--- src/sv/hsv2rgb_pkg.sv ---
`timescale 1ns / 1ps
`default_nettype none
// ----------------------------------------------------------------------------
// HSV to RGB package
// Shared types and constants for the sextant HSV to RGB converter.
// ----------------------------------------------------------------------------
package hsv2rgb_pkg;

    localparam logic [11:0] HUE_FULL        = 12'd3600;
    localparam logic [14:0] FRAC_RECIP      = 15'd27963;
    localparam logic [15:0] FULL_SCALE      = 16'd65280;
    localparam logic [8:0]  FRAC_ONE        = 9'd256;
    localparam int          QUEUE_DEPTH_DEF = 4;

    typedef enum logic [2:0] {
        SEC_RED     = 3'd0,
        SEC_YELLOW  = 3'd1,
        SEC_GREEN   = 3'd2,
        SEC_CYAN    = 3'd3,
        SEC_BLUE    = 3'd4,
        SEC_MAGENTA = 3'd5
    } t_sector;

    typedef struct packed {
        t_sector     sector;
        logic [7:0]  frac;
        logic [7:0]  sat;
        logic [7:0]  val;
    } t_work;

    typedef struct packed {
        logic full;
        logic empty;
    } t_queue_stat;

    function automatic logic [11:0] sector_base(input t_sector sec);
        logic [11:0] base;
        case (sec)
            SEC_RED:     base = 12'd0;
            SEC_YELLOW:  base = 12'd600;
            SEC_GREEN:   base = 12'd1200;
            SEC_CYAN:    base = 12'd1800;
            SEC_BLUE:    base = 12'd2400;
            SEC_MAGENTA: base = 12'd3000;
            default:     base = 12'd0;
        endcase
        return base;
    endfunction

endpackage
`default_nettype wire

--- src/sv/hsv2rgb_if.sv ---
`timescale 1ns / 1ps
`default_nettype none
// ----------------------------------------------------------------------------
// HSV to RGB stream interfaces
// Valid/ready channels for HSV pixels in and packed RGB words out.
// ----------------------------------------------------------------------------
interface hsv2rgb_in_if;
    logic        valid;
    logic        ready;
    logic [11:0] hue;
    logic [7:0]  saturation;
    logic [7:0]  brightness;

    modport source (output valid, output hue, output saturation, output brightness,
                    input ready);
    modport sink   (input valid, input hue, input saturation, input brightness,
                    output ready);
endinterface

interface hsv2rgb_out_if;
    logic        valid;
    logic        ready;
    logic [23:0] color;

    modport source (output valid, output color, input ready);
    modport sink   (input valid, input color, output ready);
endinterface
`default_nettype wire

--- src/sv/hsv2rgb_front.sv ---
`timescale 1ns / 1ps
`default_nettype none
// ----------------------------------------------------------------------------
// HSV to RGB front end
// Accepts HSV beats, wraps the hue, finds the sector and its 8-bit fraction.
// ----------------------------------------------------------------------------
module hsv2rgb_front (
    input  wire                        i_clk,
    input  wire                        i_rst_n,
    hsv2rgb_in_if.sink                 i_pix,
    input  hsv2rgb_pkg::t_queue_stat   i_stat,
    output logic                       o_push,
    output hsv2rgb_pkg::t_work         o_work
);
    import hsv2rgb_pkg::*;

    logic [11:0] hue_w;
    logic [11:0] rem_w;
    t_sector     sec;
    logic [24:0] frac_prod;

    logic        r_f1_valid;
    logic        n_f1_valid;
    t_sector     r_f1_sector;
    logic [9:0]  r_f1_rem;
    logic [7:0]  r_f1_sat;
    logic [7:0]  r_f1_val;

    always_comb begin
        hue_w = (i_pix.hue >= HUE_FULL) ? 12'(i_pix.hue - HUE_FULL) : i_pix.hue;
        if (hue_w >= sector_base(SEC_MAGENTA)) begin
            sec = SEC_MAGENTA;
        end else if (hue_w >= sector_base(SEC_BLUE)) begin
            sec = SEC_BLUE;
        end else if (hue_w >= sector_base(SEC_CYAN)) begin
            sec = SEC_CYAN;
        end else if (hue_w >= sector_base(SEC_GREEN)) begin
            sec = SEC_GREEN;
        end else if (hue_w >= sector_base(SEC_YELLOW)) begin
            sec = SEC_YELLOW;
        end else begin
            sec = SEC_RED;
        end
        rem_w = 12'(hue_w - sector_base(sec));
    end

    assign i_pix.ready = !r_f1_valid || !i_stat.full;
    assign o_push      = r_f1_valid && !i_stat.full;
    assign n_f1_valid  = i_pix.ready ? i_pix.valid : r_f1_valid;

    // frac = floor(rem * 256 / 600) by reciprocal multiply
    assign frac_prod      = 25'(r_f1_rem) * 25'(FRAC_RECIP);
    assign o_work.sector  = r_f1_sector;
    assign o_work.frac    = frac_prod[23:16];
    assign o_work.sat     = r_f1_sat;
    assign o_work.val     = r_f1_val;

    always_ff @(posedge i_clk) begin
        if (!i_rst_n) begin
            r_f1_valid <= 1'b0;
        end else begin
            r_f1_valid <= n_f1_valid;
        end
        if (i_pix.valid && i_pix.ready) begin
            r_f1_sector <= sec;
            r_f1_rem    <= rem_w[9:0];
            r_f1_sat    <= i_pix.saturation;
            r_f1_val    <= i_pix.brightness;
        end
    end

endmodule
`default_nettype wire

--- src/sv/hsv2rgb_queue.sv ---
`timescale 1ns / 1ps
`default_nettype none
// ----------------------------------------------------------------------------
// HSV to RGB work queue
// Short FIFO of classified pixels between the front end and the back end.
// ----------------------------------------------------------------------------
module hsv2rgb_queue #(
    parameter int DEPTH = hsv2rgb_pkg::QUEUE_DEPTH_DEF
) (
    input  wire                        i_clk,
    input  wire                        i_rst_n,
    input  wire                        i_push,
    input  hsv2rgb_pkg::t_work         i_data,
    input  wire                        i_pop,
    output hsv2rgb_pkg::t_work         o_data,
    output hsv2rgb_pkg::t_queue_stat   o_stat
);
    import hsv2rgb_pkg::*;

    localparam int AW = (DEPTH > 1) ? $clog2(DEPTH) : 1;
    localparam int CW = $clog2(DEPTH + 1);

    t_work          r_slot [DEPTH];
    logic [AW-1:0]  r_wr_ptr;
    logic [AW-1:0]  r_rd_ptr;
    logic [CW-1:0]  r_count;
    logic [AW-1:0]  n_wr_ptr;
    logic [AW-1:0]  n_rd_ptr;
    logic [CW-1:0]  n_count;

    assign o_stat.full  = (r_count == CW'(DEPTH));
    assign o_stat.empty = (r_count == '0);
    assign o_data       = r_slot[r_rd_ptr];

    always_comb begin
        n_wr_ptr = r_wr_ptr;
        n_rd_ptr = r_rd_ptr;
        n_count  = r_count;
        if (i_push) begin
            n_wr_ptr = (r_wr_ptr == AW'(DEPTH - 1)) ? '0 : AW'(r_wr_ptr + 1'b1);
        end
        if (i_pop) begin
            n_rd_ptr = (r_rd_ptr == AW'(DEPTH - 1)) ? '0 : AW'(r_rd_ptr + 1'b1);
        end
        if (i_push && !i_pop) begin
            n_count = CW'(r_count + 1'b1);
        end else if (i_pop && !i_push) begin
            n_count = CW'(r_count - 1'b1);
        end
    end

    always_ff @(posedge i_clk) begin
        if (!i_rst_n) begin
            r_wr_ptr <= '0;
            r_rd_ptr <= '0;
            r_count  <= '0;
        end else begin
            r_wr_ptr <= n_wr_ptr;
            r_rd_ptr <= n_rd_ptr;
            r_count  <= n_count;
        end
        if (i_push) begin
            r_slot[r_wr_ptr] <= i_data;
        end
    end

`ifndef SYNTHESIS
    a_count_bound: assert property (@(posedge i_clk) disable iff (!i_rst_n)
        r_count <= CW'(DEPTH))
        else $error("queue count above depth");
    a_count_up: assert property (@(posedge i_clk) disable iff (!i_rst_n)
        (i_push && !i_pop) |=> (r_count == CW'($past(r_count) + 1'b1)))
        else $error("queue count missed a push");
    a_count_down: assert property (@(posedge i_clk) disable iff (!i_rst_n)
        (i_pop && !i_push) |=> (r_count == CW'($past(r_count) - 1'b1)))
        else $error("queue count missed a pop");
`endif

endmodule
`default_nettype wire

--- src/sv/hsv2rgb_back.sv ---
`timescale 1ns / 1ps
`default_nettype none
// ----------------------------------------------------------------------------
// HSV to RGB back end
// Forms p, q and t over three stages, permutes the channels, packs RGB.
// ----------------------------------------------------------------------------
module hsv2rgb_back (
    input  wire                        i_clk,
    input  wire                        i_rst_n,
    input  hsv2rgb_pkg::t_work         i_work,
    input  hsv2rgb_pkg::t_queue_stat   i_stat,
    output logic                       o_pop,
    hsv2rgb_out_if.source              o_rgb
);
    import hsv2rgb_pkg::*;

    // floor(x / 255) for x up to 65279
    function automatic logic [7:0] div255(input logic [15:0] x);
        logic [16:0] s;
        s = 17'(x) + 17'(x[15:8]) + 17'd1;
        return s[15:8];
    endfunction

    logic        adv3;
    logic        b2_ready;
    logic        b1_ready;

    logic [8:0]  inv_f;
    logic [15:0] sf;
    logic [16:0] s_inv_f;

    logic        r_b1_valid;
    t_sector     r_b1_sector;
    logic [7:0]  r_b1_val;
    logic [7:0]  r_b1_inv_s;
    logic [15:0] r_b1_num_q;
    logic [15:0] r_b1_num_t;

    logic [15:0] prod_p;
    logic [23:0] prod_q;
    logic [23:0] prod_t;

    logic        r_b2_valid;
    t_sector     r_b2_sector;
    logic [7:0]  r_b2_val;
    logic [15:0] r_b2_prod_p;
    logic [15:0] r_b2_prod_q;
    logic [15:0] r_b2_prod_t;

    logic [7:0]  lvl_p;
    logic [7:0]  lvl_q;
    logic [7:0]  lvl_t;
    logic [23:0] n_color;

    logic        r_o_valid;
    logic [23:0] r_o_color;

    assign adv3     = !r_o_valid || o_rgb.ready;
    assign b2_ready = !r_b2_valid || adv3;
    assign b1_ready = !r_b1_valid || b2_ready;
    assign o_pop    = !i_stat.empty && b1_ready;

    assign inv_f   = 9'(FRAC_ONE - 9'(i_work.frac));
    assign sf      = 16'(i_work.sat) * 16'(i_work.frac);
    assign s_inv_f = 17'(i_work.sat) * 17'(inv_f);

    assign prod_p = 16'(r_b1_val) * 16'(r_b1_inv_s);
    assign prod_q = 24'(r_b1_val) * 24'(r_b1_num_q);
    assign prod_t = 24'(r_b1_val) * 24'(r_b1_num_t);

    always_comb begin
        lvl_p = div255(r_b2_prod_p);
        lvl_q = div255(r_b2_prod_q);
        lvl_t = div255(r_b2_prod_t);
        case (r_b2_sector)
            SEC_RED:    n_color = {r_b2_val, lvl_t, lvl_p};
            SEC_YELLOW: n_color = {lvl_q, r_b2_val, lvl_p};
            SEC_GREEN:  n_color = {lvl_p, r_b2_val, lvl_t};
            SEC_CYAN:   n_color = {lvl_p, lvl_q, r_b2_val};
            SEC_BLUE:   n_color = {lvl_t, lvl_p, r_b2_val};
            default:    n_color = {r_b2_val, lvl_p, lvl_q};
        endcase
    end

    assign o_rgb.valid = r_o_valid;
    assign o_rgb.color = r_o_color;

    always_ff @(posedge i_clk) begin
        if (!i_rst_n) begin
            r_b1_valid <= 1'b0;
            r_b2_valid <= 1'b0;
            r_o_valid  <= 1'b0;
        end else begin
            if (b1_ready) begin
                r_b1_valid <= o_pop;
            end
            if (b2_ready) begin
                r_b2_valid <= r_b1_valid;
            end
            if (adv3) begin
                r_o_valid <= r_b2_valid;
            end
        end
        if (o_pop) begin
            r_b1_sector <= i_work.sector;
            r_b1_val    <= i_work.val;
            r_b1_inv_s  <= ~i_work.sat;
            r_b1_num_q  <= 16'(FULL_SCALE - sf);
            r_b1_num_t  <= 16'(17'(FULL_SCALE) - s_inv_f);
        end
        if (b2_ready && r_b1_valid) begin
            r_b2_sector <= r_b1_sector;
            r_b2_val    <= r_b1_val;
            r_b2_prod_p <= prod_p;
            r_b2_prod_q <= prod_q[23:8];
            r_b2_prod_t <= prod_t[23:8];
        end
        if (adv3 && r_b2_valid) begin
            r_o_color <= n_color;
        end
    end

`ifndef SYNTHESIS
    a_b2_hold: assert property (@(posedge i_clk) disable iff (!i_rst_n)
        (r_b2_valid && !adv3) |=> (r_b2_valid && $stable(r_b2_prod_q)))
        else $error("stalled product stage lost its beat");
    a_b1_hold: assert property (@(posedge i_clk) disable iff (!i_rst_n)
        (r_b1_valid && !b2_ready) |=> (r_b1_valid && $stable(r_b1_num_t)))
        else $error("stalled numerator stage lost its beat");
`endif

endmodule
`default_nettype wire

--- src/sv/hsv_to_rgb_converter_unit.sv ---
`timescale 1ns / 1ps
`default_nettype none
// ----------------------------------------------------------------------------
// HSV to RGB converter unit
// Sextant HSV to packed 24-bit RGB conversion, one pixel per clock while the sink is ready.
// ----------------------------------------------------------------------------
// Takes one HSV beat per clock and returns one RGB beat per clock when the
// sink keeps ready high. A beat passes through one front register (hue wrap
// and sector search), one queue slot, then three back-end stages (saturation
// products, brightness products, divide by 255 and channel select).
// Throughput is set by the back-end product pipeline, which takes a new pixel
// every cycle while the output side is not stalling. The queue lets the front
// end keep taking beats while the output side stalls, until the queue fills.
// No clearing pass after reset.
module hsv_to_rgb_converter_unit #(
    parameter int QUEUE_DEPTH = hsv2rgb_pkg::QUEUE_DEPTH_DEF
) (
    input  wire             i_clk,
    input  wire             i_rst_n,
    hsv2rgb_in_if.sink      i_pix,
    hsv2rgb_out_if.source   o_rgb
);
    import hsv2rgb_pkg::*;

    t_work       front_work;
    t_work       queue_work;
    t_queue_stat queue_stat;
    logic        push;
    logic        pop;

    hsv2rgb_front u_front (
        .i_clk   (i_clk),
        .i_rst_n (i_rst_n),
        .i_pix   (i_pix),
        .i_stat  (queue_stat),
        .o_push  (push),
        .o_work  (front_work)
    );

    hsv2rgb_queue #(
        .DEPTH (QUEUE_DEPTH)
    ) u_queue (
        .i_clk   (i_clk),
        .i_rst_n (i_rst_n),
        .i_push  (push),
        .i_data  (front_work),
        .i_pop   (pop),
        .o_data  (queue_work),
        .o_stat  (queue_stat)
    );

    hsv2rgb_back u_back (
        .i_clk   (i_clk),
        .i_rst_n (i_rst_n),
        .i_work  (queue_work),
        .i_stat  (queue_stat),
        .o_pop   (pop),
        .o_rgb   (o_rgb)
    );

endmodule
`default_nettype wire

--- src/flat_wrapper.sv ---
// flat-port wrapper written by rule: the top's interface ports become plain ports
module hsv_to_rgb_converter_unit_flat import hsv2rgb_pkg::*;
#(
    parameter int QUEUE_DEPTH = hsv2rgb_pkg::QUEUE_DEPTH_DEF
)
  (i_clk, i_rst_n, i_pix_valid, i_pix_hue, i_pix_saturation, i_pix_brightness, i_pix_ready, o_rgb_valid, o_rgb_color, o_rgb_ready);
  hsv2rgb_in_if i_pix_i ();
  hsv2rgb_out_if o_rgb_i ();
  input  wire i_clk;
  input  wire i_rst_n;
  input wire logic [$bits(i_pix_i.valid)-1:0] i_pix_valid;
  input wire logic [$bits(i_pix_i.hue)-1:0] i_pix_hue;
  input wire logic [$bits(i_pix_i.saturation)-1:0] i_pix_saturation;
  input wire logic [$bits(i_pix_i.brightness)-1:0] i_pix_brightness;
  output wire logic [$bits(i_pix_i.ready)-1:0] i_pix_ready;
  output wire logic [$bits(o_rgb_i.valid)-1:0] o_rgb_valid;
  output wire logic [$bits(o_rgb_i.color)-1:0] o_rgb_color;
  input wire logic [$bits(o_rgb_i.ready)-1:0] o_rgb_ready;
  assign i_pix_i.valid = i_pix_valid;
  assign i_pix_i.hue = i_pix_hue;
  assign i_pix_i.saturation = i_pix_saturation;
  assign i_pix_i.brightness = i_pix_brightness;
  assign i_pix_ready = i_pix_i.ready;
  assign o_rgb_valid = o_rgb_i.valid;
  assign o_rgb_color = o_rgb_i.color;
  assign o_rgb_i.ready = o_rgb_ready;
  hsv_to_rgb_converter_unit #(.QUEUE_DEPTH(QUEUE_DEPTH)) u_core (.i_clk(i_clk), .i_rst_n(i_rst_n), .i_pix(i_pix_i), .o_rgb(o_rgb_i));
endmodule
--- config.mk ---
export PLATFORM = sky130hd
export DESIGN_NAME = hsv_to_rgb_converter_unit_flat
export DESIGN_NICKNAME = d
export VERILOG_FILES = /design/src/sv/hsv2rgb_pkg.sv /design/src/sv/hsv2rgb_if.sv /design/src/sv/hsv2rgb_front.sv /design/src/sv/hsv2rgb_queue.sv /design/src/sv/hsv2rgb_back.sv /design/src/sv/hsv_to_rgb_converter_unit.sv /design/src/flat_wrapper.sv
export SDC_FILE = /design/constraint.sdc
export NUM_CORES = 1
export LEC_CHECK = 0
export ABC_AREA = 1
export BUFFER_PORTS_ARGS = -buffer_cell sky130_fd_sc_hd__buf_2
export CORE_MARGIN = 2
export CORE_UTILIZATION = 30
export DETAILED_ROUTE_END_ITERATION = 6
export GPL_TIMING_DRIVEN = 0
export HOLD_SLACK_MARGIN = 0.05
export PLACE_DENSITY_LB_ADDON = 0.05
export SLEW_MARGIN = 5
export SYNTH_ARGS = -nofsm -noshare
export SYNTH_HDL_FRONTEND = slang
export SYNTH_HIERARCHICAL = 1
export SYNTH_SLANG_ARGS = --single-unit
export TNS_END_PERCENT = 50
--- constraint.sdc ---
create_clock -name i_clk -period 16.7 [get_ports i_clk]
set_clock_uncertainty 0.2 [all_clocks]
set_input_delay 3.34 -clock i_clk [delete_from_list [all_inputs] [get_ports i_clk]]
set_output_delay 3.34 -clock i_clk [all_outputs]
set_load 0.1 [all_outputs]
==> out/qor.yml <==
ys_warn_count: 6
synth_top_family_by_area: "adder cells"
yosys.area_share.xor_xnor_pct: 2.14
grt_setup_unrepaired: "false"
final_layout_size_suffix_gt1_share_pct: 7.05
asyncSetResetFlopFracSynth_pct: 0
crit_type: "reg2reg"
final_min_period_over_clock_period_pct: 37.9
io_pins: 58
clock_tree.htree_level_count: 2
r2r_end: "u_core/u_back/r_b1_num_t[15]$_DFFE_PP_"
area_delta_synth_final_pct: 11.0
startpoint_class_of_the_critical_path: "register"
synthCells: 3795
gp_congestion: 0.823
vias: 23100
clk_root_buffer_cell: "sky130_fd_sc_hd__clkbuf_16"
hold_path_class: "reg2reg"
fraction_of_the_mapped_netlist_area_in_compound_gates_pct: 5.30
cts_sinks: 283
die_w_um: 328
pre_antenna_drt_iters: 7
timing.fmax_ghz: 0.158
post_drt_via_cell_ratio: 4.35
post_syn_area_um2: 31500
max_slew.worst_pin.slew_ns: 1.03
port_buffers: 57
post_cts_hold_buffer_count: 0
chipHeight_um: 328
cp.depth: 29
muxShareOfSynthArea_pct: 0
relSlewSlack_pct: 31.6
synth_cell_type_count: 60
dp.final_hpwl_um: 73900
synth_seq_cells: 283
max-clock-path-buffers: 3
detail_route.wirelength_um: 90900
drt-initial-drc-count: 1113
site_row_count: 118
layout_filler_cell_count: 11000
critical-path-max-stage-delay_ns: 0.52
largest_net_degree_at_the_start_of_global_routing: 38
cts_tree: "yes"
grt_first_pass_wirelength_um: 144000
postSynth.topFlopCell: "sky130_fd_sc_hd__edfxtp_1"
report.final.slew_viol_count: 0
die-area_um2: 108000
track_usage_pct: 17.4
clock_insertion_delay_worst_skew_ns: 0.61
cp.arrival_ns: 6.49
routed_wire_length_per_instance_um: 17.1
leading_cell_type_in_the_layout_fill_and_taps_excluded: "sky130_fd_sc_hd__inv_1"
setup_viol: 0
timing.critical_path.fanout_max: 10
grt-ovfl-total: 0
drv_cap: 0
critPathCapture: "u_core/u_back/r_b1_num_t[15]$_DFFE_PP_"
cts_made_buffers: 40
synth.net_count: 4469
initial_utilization_pct: 30.4
fin_crit_ns: 6.33
remaining_drc_errors: 0
post_cts.resized_instances: 0
worst-endpoint-required_ns: 16.86
most-common-layout-cells: "sky130_fd_sc_hd__inv_1 (987), sky130_fd_sc_hd__nand2_1 (861), sky130_fd_sc_hd__fa_1 (332), sky130_fd_sc_hd__ha_1 (310), sky130_fd_sc_hd__edfxtp_1 (270)"
critPathSlowestCell: "sky130_fd_sc_hd__fa_1"
num_antenna_cells: 0
critPathTopFamily: "adder cells"
outcome: "complete, no violations"
post_synth_and_or_nand_nor_area_fraction_pct: 18.6
bufs_and_invs_on_worst_path: 9
timing.critical_path.to_type: "register"
synth_edf_count: 270
fin_nets: 4572
cts_setup_buffers: 0
hold_viol_final: 0
route.antenna.remaining_nets: 0
share_of_synthesized_cell_area_in_full_adder_half_adder_and_majority_cells_pct: 33.4
antenna_found_initial: 2
finalSetupTns_ns: 0
fp.coreArea_um2: 104000
ys_seq_area_share_pct: 26.6
ff2ff_setup_slack_ns: 10.37
number_of_global_route_vias_before_repair: 24300
post_synth.cell_area_avg_um2: 8.30
timing.reg2reg.worst_path_depth: 29
cts.reportedPaths.clkPinSlew_ns: 0.06
flip-flops by register name, summed over array words and instances, names as in the netlist, 10 cells and up, named ones only:
name,cells
u_core/u_front/r_f1_rem,10
u_core/u_back/o_rgb.color,24
u_core/u_back/r_b2_prod_t,16
u_core/u_back/r_b2_prod_p,16
u_core/u_back/r_b2_prod_q,16
u_core/u_back/r_b1_num_t,15
u_core/u_back/r_b1_num_q,16
u_core/u_queue/r_slot,108
synth_stat cells, types with 8 or more instances:
master | count | share of area (%)
sky130_fd_sc_hd__nand4_1 | 39 | 0.77
sky130_fd_sc_hd__buf_6 | 11 | 0.39
sky130_fd_sc_hd__clkbuf_1 | 44 | 0.52
sky130_fd_sc_hd__clkbuf_2 | 31 | 0.49
sky130_fd_sc_hd__nand3_1 | 152 | 2.4
sky130_fd_sc_hd__a211oi_1 | 8 | 0.19
sky130_fd_sc_hd__nand2_2 | 22 | 0.44
sky130_fd_sc_hd__o21bai_1 | 8 | 0.19
sky130_fd_sc_hd__fa_1 | 332 | 21
sky130_fd_sc_hd__nor3_1 | 20 | 0.32
sky130_fd_sc_hd__nand3b_1 | 15 | 0.36
sky130_fd_sc_hd__xnor2_1 | 29 | 0.81
sky130_fd_sc_hd__edfxtp_1 | 270 | 26
sky130_fd_sc_hd__o21ai_1 | 32 | 0.51
sky130_fd_sc_hd__o21ai_0 | 72 | 1.1
sky130_fd_sc_hd__buf_4 | 11 | 0.26
sky130_fd_sc_hd__nor2_2 | 12 | 0.24
sky130_fd_sc_hd__o22ai_1 | 27 | 0.54
sky130_fd_sc_hd__dfxtp_1 | 13 | 0.83
sky130_fd_sc_hd__a21boi_0 | 8 | 0.19
sky130_fd_sc_hd__buf_2 | 10 | 0.16
sky130_fd_sc_hd__nor2_1 | 221 | 2.6
sky130_fd_sc_hd__xor2_1 | 48 | 1.3
sky130_fd_sc_hd__a21oi_1 | 106 | 1.7
sky130_fd_sc_hd__nand2_1 | 861 | 10
sky130_fd_sc_hd__ha_1 | 310 | 12
sky130_fd_sc_hd__inv_2 | 15 | 0.18
sky130_fd_sc_hd__inv_1 | 993 | 12
logic make-up after synthesis:
family | count (synthesis)
xor gates and xnor gates | 77
and+or+nand+nor | 1376
DFF | 283
adders and majority gates | 642
buffers and inverters | 1125
AOI/OAI and AO/OA | 292
cell type report:
class,instances,area (um^2),area share [%]
inverter,1011,3810,10.9
tap,1380,1730,4.94
timing repair buffer,61,365,1.04
clock inverter,27,327,0.934
sequential,283,8370,23.9
clock buffer,44,1020,2.91
buffer,114,607,1.74
multi-input combinational,2387,18700,53.6
worst min-delay path: cells and delay by family (launching register included):
kind / cells / cell delay [ns]
AND/OR/NAND/NOR: 1 / 0.08
flip-flops: 1 / 0.30
AO/OA/AOI/OAI: 1 / 0.06
how the worst min path moves through the flow:
stage,startpoint,endpoint,slack (ns),cells after the start
5_1_grt,u_core/u_back/r_b1_valid$_SDFFE_PN0N_,u_core/u_back/r_b1_valid$_SDFFE_PN0N_,0.33,2
3_3_place_gp,u_core/u_back/r_b1_valid$_SDFFE_PN0N_,u_core/u_back/r_b2_valid$_SDFFE_PN0P_,0.28,2
3_5_place_dp,u_core/u_back/r_b1_valid$_SDFFE_PN0N_,u_core/u_back/r_b1_valid$_SDFFE_PN0N_,0.28,2
4_1_cts,u_core/u_back/r_b1_valid$_SDFFE_PN0N_,u_core/u_back/r_b1_valid$_SDFFE_PN0N_,0.29,2
2_1_floorplan,u_core/u_back/r_b1_sector[0]$_DFFE_PP_,u_core/u_back/r_b2_sector[0]$_DFFE_PP_,0.20,0
6_report,u_core/u_back/r_b1_valid$_SDFFE_PN0N_,u_core/u_back/r_b1_valid$_SDFFE_PN0N_,0.29,2
routing by layer:
| layer | wire, um | share of wire (%) | global-route usage (%) | vias to the layer above |
|---|---|---|---|---|
| met5 | 0 | 0 | 0 | - |
| met2 | 44500 | 49 | 30.4 | 257 |
| met3 | 2170 | 2.4 | 1.69 | 76 |
| met4 | 1780 | 2.0 | 4.14 | 0 |
| li1 | - | - | - | 11800 |
| met1 | 42400 | 47 | 23.1 | 11000 |
per-stage QoR:
stage	std cells	hold WS, ns	util (%)	worst slack, ns	area [um^2]
2_1_floorplan	3795	0.200	-	10.60	31500
3_3_place_gp	5232	0.279	32.3	9.75	33500
3_5_place_dp	5236	0.283	32.4	10.05	33600
4_1_cts	5307	0.290	33.7	10.21	35000
5_1_grt	5307	0.327	33.7	9.87	35000
6_report	5307	0.288	33.7	10.37	35000
Power is not shown: default switching activity piles up to over one toggle a cycle in this logic, so the estimate is an artifact.
